**src/design/http_chunked_body_decoder_top_assert.svh**
```systemverilog
// Assertion macros for the chunked body decoder.
// Each one is checked on the rising edge of clk and is off while rst is high.
`ifndef HTTP_CHUNKED_BODY_DECODER_TOP_ASSERT_SVH
`define HTTP_CHUNKED_BODY_DECODER_TOP_ASSERT_SVH

`ifndef SYNTHESIS

`define CHBD_ASSERT_SAME(label, ante, cons, msg) \
  label: assert property (@(posedge clk) disable iff (rst) (ante) |-> (cons)) \
    else $error(msg);

`define CHBD_ASSERT_NEXT(label, ante, cons, msg) \
  label: assert property (@(posedge clk) disable iff (rst) (ante) |=> (cons)) \
    else $error(msg);

`else

`define CHBD_ASSERT_SAME(label, ante, cons, msg)

`define CHBD_ASSERT_NEXT(label, ante, cons, msg)

`endif

`endif

```
**src/design/chbd_pkg.sv**
```systemverilog
package chbd_pkg;

  localparam int SIZE_BITS = 32;

  localparam logic [7:0] CH_SEMI = 8'h3B;
  localparam logic [7:0] CH_CR   = 8'h0D;
  localparam logic [7:0] CH_LF   = 8'h0A;

  typedef enum logic [1:0] {
    KIND_BODY  = 2'd0,
    KIND_END   = 2'd1,
    KIND_ERROR = 2'd2
  } kind_t;

  typedef struct packed {
    logic       valid;
    kind_t      kind;
    logic [7:0] body;
  } result_t;

  typedef struct packed {
    logic halted;
  } status_t;

  // {is_hex, value}
  function automatic logic [4:0] hex_decode(input logic [7:0] c);
    logic [4:0] r;
    r = '0;
    if (c >= 8'h30 && c <= 8'h39) begin
      r = {1'b1, c[3:0]};
    end else if ((c >= 8'h61 && c <= 8'h66) || (c >= 8'h41 && c <= 8'h46)) begin
      r = {1'b1, c[3:0] + 4'd9};
    end
    return r;
  endfunction

endpackage

```
**src/design/chbd_in_reg.sv**
```systemverilog
module chbd_in_reg (
  input  logic       clk,
  input  logic       rst,
  input  logic       s_tvalid,
  output logic       s_tready,
  input  logic [7:0] s_tdata,   // data_byte
  input  logic       advance,
  output logic       held_valid,
  output logic [7:0] held_byte
);

  assign s_tready = !held_valid || advance;

  always_ff @(posedge clk) begin
    if (rst) begin
      held_valid <= 1'b0;
    end else if (s_tready) begin
      held_valid <= s_tvalid;
    end
    if (s_tready && s_tvalid) begin
      held_byte <= s_tdata;
    end
  end

endmodule

```
**src/design/chbd_core.sv**
```systemverilog
module chbd_core (
  input  logic             clk,
  input  logic             rst,
  input  logic             fire,
  input  logic [7:0]       data_byte,
  output chbd_pkg::result_t res,
  output chbd_pkg::status_t status
);

  typedef enum logic [2:0] {
    PH_DIGITS, PH_EXT, PH_LF, PH_DATA, PH_SKIP1, PH_SKIP2, PH_DONE, PH_ERROR
  } phase_t;

  phase_t                          phase, phase_next;
  logic [chbd_pkg::SIZE_BITS-1:0]  remaining, remaining_next;
  logic                            nonempty, nonempty_next;
  logic                            ended, ended_next;
  logic [4:0]                      hex;
  logic [chbd_pkg::SIZE_BITS-1:0]  dec;

  assign hex = chbd_pkg::hex_decode(data_byte);
  assign dec = remaining - {{(chbd_pkg::SIZE_BITS-1){1'b0}}, 1'b1};
  assign status.halted = (phase == PH_DONE) || (phase == PH_ERROR);

  always_comb begin
    phase_next     = phase;
    remaining_next = remaining;
    nonempty_next  = nonempty;
    ended_next     = ended;
    res            = '0;
    unique case (phase)
      PH_DIGITS: begin
        if (data_byte == chbd_pkg::CH_CR) begin
          phase_next = PH_LF;
        end else if (data_byte == chbd_pkg::CH_SEMI) begin
          phase_next = PH_EXT;
        end else begin
          nonempty_next = 1'b1;
          if (!ended && hex[4]) begin
            if (remaining[chbd_pkg::SIZE_BITS-1 -: 4] != 4'd0) begin
              phase_next = PH_ERROR;
              res.valid  = 1'b1;
              res.kind   = chbd_pkg::KIND_ERROR;
            end else begin
              remaining_next = {remaining[chbd_pkg::SIZE_BITS-5:0], hex[3:0]};
            end
          end else begin
            ended_next = 1'b1;
          end
        end
      end
      PH_EXT: begin
        if (data_byte == chbd_pkg::CH_CR) begin
          phase_next = PH_LF;
        end
      end
      PH_LF: begin
        res.valid = 1'b1;
        if (data_byte != chbd_pkg::CH_LF || !nonempty) begin
          phase_next = PH_ERROR;
          res.kind   = chbd_pkg::KIND_ERROR;
        end else if (remaining == '0) begin
          phase_next = PH_DONE;
          res.kind   = chbd_pkg::KIND_END;
        end else begin
          phase_next = PH_DATA;
          res.valid  = 1'b0;
        end
      end
      PH_DATA: begin
        remaining_next = dec;
        if (dec == '0) begin
          phase_next = PH_SKIP1;
        end
        res.valid = 1'b1;
        res.kind  = chbd_pkg::KIND_BODY;
        res.body  = data_byte;
      end
      PH_SKIP1: phase_next = PH_SKIP2;
      PH_SKIP2: begin
        phase_next     = PH_DIGITS;
        remaining_next = '0;
        nonempty_next  = 1'b0;
        ended_next     = 1'b0;
      end
      default: ;
    endcase
    if (!fire) begin
      res.valid = 1'b0;
    end
  end

  always_ff @(posedge clk) begin
    if (rst) begin
      phase     <= PH_DIGITS;
      remaining <= '0;
      nonempty  <= 1'b0;
      ended     <= 1'b0;
    end else if (fire) begin
      phase     <= phase_next;
      remaining <= remaining_next;
      nonempty  <= nonempty_next;
      ended     <= ended_next;
    end
  end

endmodule

```
**src/design/chbd_out_reg.sv**
```systemverilog
module chbd_out_reg (
  input  logic              clk,
  input  logic              rst,
  input  chbd_pkg::result_t res,
  output logic              m_tvalid,
  input  logic              m_tready,
  output logic [7:0]        m_tdata,  // body_byte
  output logic [1:0]        m_tuser   // result_kind
);

  always_ff @(posedge clk) begin
    if (rst) begin
      m_tvalid <= 1'b0;
    end else if (res.valid) begin
      m_tvalid <= 1'b1;
    end else if (m_tready) begin
      m_tvalid <= 1'b0;
    end
    if (res.valid) begin
      m_tdata <= res.body;
      m_tuser <= res.kind;
    end
  end

endmodule

```
**src/design/http_chunked_body_decoder_top.sv**
```systemverilog
// Chunked transfer body decoder.
// Slave stream (s_*): one byte of the chunked body per transfer.
// Master stream (m_*): zero or one result per input byte. tuser holds the
// result kind (body byte, end of body, error); tdata holds the body byte,
// zero for end and error results.
// A byte accepted into the input register is decoded, and its result, if
// any, is registered in the output register once that slot is free.
// Throughput: one byte per cycle while the receiver does not stall; the size
// line, data count and skip bytes are all decoded by one state update per byte.
// Extensions and the two bytes after each chunk give no result; a size line
// gives only an end or error result, and after one all further bytes are
// dropped until reset. Reset (rst, synchronous) clears both registers and
// returns the decoder to the start of a size line.
// If the receiver stalls, the held result stays on m_*; one more byte is
// held in the input register, then s_tready drops.
`include "http_chunked_body_decoder_top_assert.svh"

module http_chunked_body_decoder_top (
  input  logic       clk,
  input  logic       rst,
  input  logic       s_tvalid,
  output logic       s_tready,
  input  logic [7:0] s_tdata,   // [7:0] data_byte
  output logic       m_tvalid,
  input  logic       m_tready,
  output logic [7:0] m_tdata,   // [7:0] body_byte
  output logic [1:0] m_tuser    // [1:0] result_kind
);

  logic              held_valid;
  logic [7:0]        held_byte;
  logic              fire;
  chbd_pkg::result_t res;
  chbd_pkg::status_t status;

  // decode only when the output slot is free or being drained
  assign fire = held_valid && (!m_tvalid || m_tready);

  chbd_in_reg u_in (
    .clk        (clk),
    .rst        (rst),
    .s_tvalid   (s_tvalid),
    .s_tready   (s_tready),
    .s_tdata    (s_tdata),
    .advance    (fire),
    .held_valid (held_valid),
    .held_byte  (held_byte)
  );

  chbd_core u_core (
    .clk       (clk),
    .rst       (rst),
    .fire      (fire),
    .data_byte (held_byte),
    .res       (res),
    .status    (status)
  );

  chbd_out_reg u_out (
    .clk      (clk),
    .rst      (rst),
    .res      (res),
    .m_tvalid (m_tvalid),
    .m_tready (m_tready),
    .m_tdata  (m_tdata),
    .m_tuser  (m_tuser)
  );

  `CHBD_ASSERT_NEXT(a_halt_sticky, status.halted, status.halted, "decoder left halt without reset")
  `CHBD_ASSERT_SAME(a_halt_quiet, status.halted, !res.valid, "result produced after end or error")
  `CHBD_ASSERT_SAME(a_ctl_body_zero, m_tvalid && m_tuser != chbd_pkg::KIND_BODY, m_tdata == 8'd0, "end or error result carries data")
  `CHBD_ASSERT_SAME(a_kind_range, m_tvalid, m_tuser == chbd_pkg::KIND_BODY || m_tuser == chbd_pkg::KIND_END || m_tuser == chbd_pkg::KIND_ERROR, "undefined result kind")

endmodule

```
**config.mk**
```make
export PLATFORM = sky130hd
export DESIGN_NAME = http_chunked_body_decoder_top
export DESIGN_NICKNAME = d
export VERILOG_FILES = /design/src/design/chbd_pkg.sv /design/src/design/chbd_in_reg.sv /design/src/design/chbd_core.sv /design/src/design/chbd_out_reg.sv /design/src/design/http_chunked_body_decoder_top.sv
export VERILOG_INCLUDE_DIRS = /design/src /design/src/design
export SDC_FILE = /design/constraint.sdc
export NUM_CORES = 1
export LEC_CHECK = 0
export ABC_AREA = 1
export CAP_MARGIN = 25
export CELL_PAD_IN_SITES_DETAIL_PLACEMENT = 1
export CELL_PAD_IN_SITES_GLOBAL_PLACEMENT = 1
export CORE_MARGIN = 2
export CORE_UTILIZATION = 49
export CTS_BUF_LIST = sky130_fd_sc_hd__clkbuf_4 sky130_fd_sc_hd__clkbuf_8 sky130_fd_sc_hd__clkbuf_16
export DETAILED_ROUTE_END_ITERATION = 10
export DONT_BUFFER_PORTS = 1
export PLACE_DENSITY_LB_ADDON = 0.1
export SLEW_MARGIN = 5
export SYNTH_ARGS = -nofsm -noshare
export SYNTH_HDL_FRONTEND = slang
export SYNTH_HIERARCHICAL = 1
export SYNTH_SLANG_ARGS = --single-unit
export TNS_END_PERCENT = 5
```
**constraint.sdc**
```tcl
create_clock -name clk -period 5.9 [get_ports clk]
set_clock_uncertainty 0.2 [all_clocks]
set_input_delay 0.295 -clock clk [delete_from_list [all_inputs] [get_ports clk]]
set_output_delay 0.295 -clock clk [all_outputs]
set_load 0.05 [all_outputs]
```
==> run_results.csv <==
group,metric,value,unit
route,num_vias,4179,
cts,cts_sinks,57,
timing,rsz0062_at_grt,"false",
synthesis,synth.yosys.seq_area_share,34.0,%
pwr,p_sw_share,47.2,%
route,drc,0,
cts,clk_path_buf_depth,2,
worst_setup_path,path_max_fanout,44,
timing,finalMaxSlewViolations,0,
route,viasPerCell,5.79,
pwr,switching_power,0.000858,W
final_layout,finish.utilization,55.9,%
timing,setup_viol,0,
synthesis,yosys_most_used_dff,"dfxtp_1",
timing,hold_viol,0,
timing,final.min_clock_period,3.78,ns
global_routing,overflow,0,
status,outcome,"completed",
timing,min_period_over_period,64.0,%
cts,ctsRootBufferMaster,"clkbuf_8",
pwr,vdd_ir_drop_max,0.000227,V
synthesis,syn_inst,608,
worst_setup_path,crit_path_cell_trace,"inv_2 > nand2_1 > nor2_2 > buf_4 > inv_2 > nand2_1 > nor2_1 > nor4_1 > nand2_2 > buf_12 > inv_1 > o21ai_0 > a21oi_1",
global_routing,track_usage,31.5,%
synthesis,netlist_area,0.00389,sq mm
route,routed_wl,13100,um
final_layout,num_antenna_cells,0,
pwr,p_comb_share,49.6,%
timing,max_clock_freq,0.265,GHz
worst_setup_path,critPathKind,"reg2reg",
worst_setup_path,cp_slowest_cell,"nand2_1",
route,drtIter0Drc,269,
synthesis,avgSynthCellArea,6.39,sq um
worst_setup_path,crit_arrival,3.83,ns
timing,worst_slew_pin_slew,0.982,ns
cts,clkTransAtPathRegs,0.08,ns
synthesis,synth_seq_cells,57,
final_layout,final_area,0.00430,sq mm
synthesis,yosysTopAreaCellShare,20.1,%
pwr,p_leak,1.97,nW
floorplanning,die_h,93.1,um
floorplanning,pin_count,24,
pwr,p_seq_share,26.7,%
route,ant_nets,0,
cts,cts_tree,"done",
synthesis,synth_edf_count,18,
floorplanning,die_x,93.1,um
worst_setup_path,worstPathRequired,5.95,ns
cts,cts-buffers-inserted,9,
placement,globalplace.congestion,0.870,
synthesis,yosysTopAreaCell,"dfxtp_1",
route,drt_first_pass_iters,5,
worst_setup_path,crit_path_end_kind,"register",
synthesis,yosysWarnings,6,
flow_run,maxCapViolCount,0,
placement,hpwl,8910,um
cts,ctsResizeCount,0,
route,wire_per_inst,18.1,um
worst_setup_path,reg2reg_slack,2.12,ns
placement,post_dp_cell_area,0.00394,sq mm
floorplanning,start_util,50.6,%
global_routing,grt_start_max_net_pins,61,
synthesis,synth_cell_types,35,
synthesis,synth_common_cells,"nand2_1 (154), nor2_1 (96), inv_1 (67)",
final_layout,layout-drive-gt1-share,9.19,%
pwr,power.density,422,mW/mm^2
global_routing,first_global_vias,4190,
worst_setup_path,timing.critical_path.slowest_cell_delay,0.72,ns
worst_setup_path,reg2reg_depth,13,
pwr,clockPowerShare,23.7,%
synthesis,synth_area_leaders,"dfxtp_1 (20%), nand2_1 (15%), edfxtp_1 (14%)",
min_path,hold_class,"in2reg",
cts,worstSkewPairLatency,0.35,ns
global_routing,antenna_found_initial,0,
placement,port_buffers,0,
min_path,hold_depth,4,
final_layout,areaGrowthSynthToFinish,10.6,%
synthesis,async_flop_share,0,%
pwr,internal_power,0.000958,W
floorplanning,die-area,0.00866,sq mm
floorplanning,rows,32,
synthesis,syn_nets,626,
final_layout,fin_nets,633,
worst_setup_path,cp-start-kind,"register",
floorplanning,fp.coreArea,0.00769,sq mm
synthesis,yosysMostFrequentCell,"nand2_1",
global_routing,grt_pass1_wl,21200,um
cts,htree_num_levels,3,
timing,slew_headroom,34.5,%
timing,fin_setup_tns,0,ns
## metal layers
layer / GRT usage, % / wire length [um] / up-vias
met5: 0 / 0 / -
met4: 9.68 / 208 / 0
met3: 4.11 / 483 / 20
met2: 55.0 / 6520 / 112
met1: 40.6 / 5890 / 2062
li1: - / - / 1985
## area by class of cell
class | count | area [sq um]
inverter | 73 | 274
multi-input combinational | 461 | 2210
fill | 1083 | 3390
clock inverter | 7 | 103
clock buffer | 9 | 124
tap | 102 | 128
sequential | 57 | 1320
timing repair buffer | 13 | 138
## cell usage in the layout (no fill, tap or decap), drive strengths merged
cell | Yosys | routed
clkinv | 0 | 3
edfxtp | 18 | 18
o211ai | 2 | 2
a31oi | 3 | 3
and3 | 1 | 1
dfxtp | 39 | 39
inv | 73 | 74
o2111ai | 1 | 1
nor3 | 5 | 5
o21ai | 74 | 74
a21oi | 36 | 36
ha | 6 | 6
a211oi | 5 | 5
nand3b | 1 | 1
xor2 | 2 | 2
o32ai | 1 | 1
nand4 | 9 | 9
xnor2 | 1 | 1
nand2 | 165 | 165
clkbuf | 13 | 9
or2 | 1 | 1
nor4 | 1 | 1
dlygate4sd3 | 0 | 11
buf | 4 | 2
bufinv | 0 | 2
nor2 | 112 | 112
nand3 | 35 | 35
clkinvlp | 0 | 1
## state kept, by name, summed over array words and instances (netlist names)
register          count
u_out/m_tuser         2
u_in/held_byte        8
u_in/held_valid       1
u_core/remaining     32
u_core/nonempty       1
u_out/m_tvalid        1
u_out/m_tdata         8
u_core/phase          3
u_core/ended          1
## timing repair
item	4_1_cts	5_1_grt
hold endpoints to repair	17	0
hold buffers	11	0
setup buffers	0	0
## power by group through the flow
stage	Clock (W)	Combinational [W]	Sequential [W]
floorplan	0	0.000668	0.000479
global placement	0	0.000832	0.000489
detailed placement	0	0.000859	0.000491
CTS	0.000435	0.000876	0.000484
global route	0.000456	0.00101	0.000489
finish	0.000430	0.000901	0.000486
## final timing paths
kind | start | endpoint
setup / recovery | u_core/phase[2] | u_core/remaining[3]
hold / removal | m_tready | u_core/nonempty
setup reg to reg | u_core/phase[2] | u_core/remaining[3]
hold reg to reg | u_core/nonempty | u_core/nonempty
## kinds of logic after synthesis
family | Yosys count | share of synthesized area (%)
XOR/XNOR | 3 | 0.676
AND/OR/NAND/NOR | 330 | 37.5
flip-flops | 57 | 34.0
AO/OA/AOI/OAI | 122 | 16.7
buffers and inverters | 90 | 9.17
adder cells (fa/ha/maj) | 6 | 1.93
## metrics by stage
step	setup slack, ns	total power (W)	std cells	hold WS [ns]
final	2.12	0.00182	722	0.147
after CTS	1.92	0.00179	721	0.119
after floorplan	3.65	0.00115	608	0.157
after detailed placement	1.96	0.00135	694	0.160
after global routing	1.87	0.00196	722	0.161
after global placement	2.26	0.00132	694	0.159
## critical path, delay by kind of cell (launching register included)
family / cells / cell delay (ns)
simple gates: 6 / 1.64
buf+inv: 5 / 1.03
compound gates: 2 / 0.39
flops: 1 / 0.36
Power figures use the tool's default switching activity.
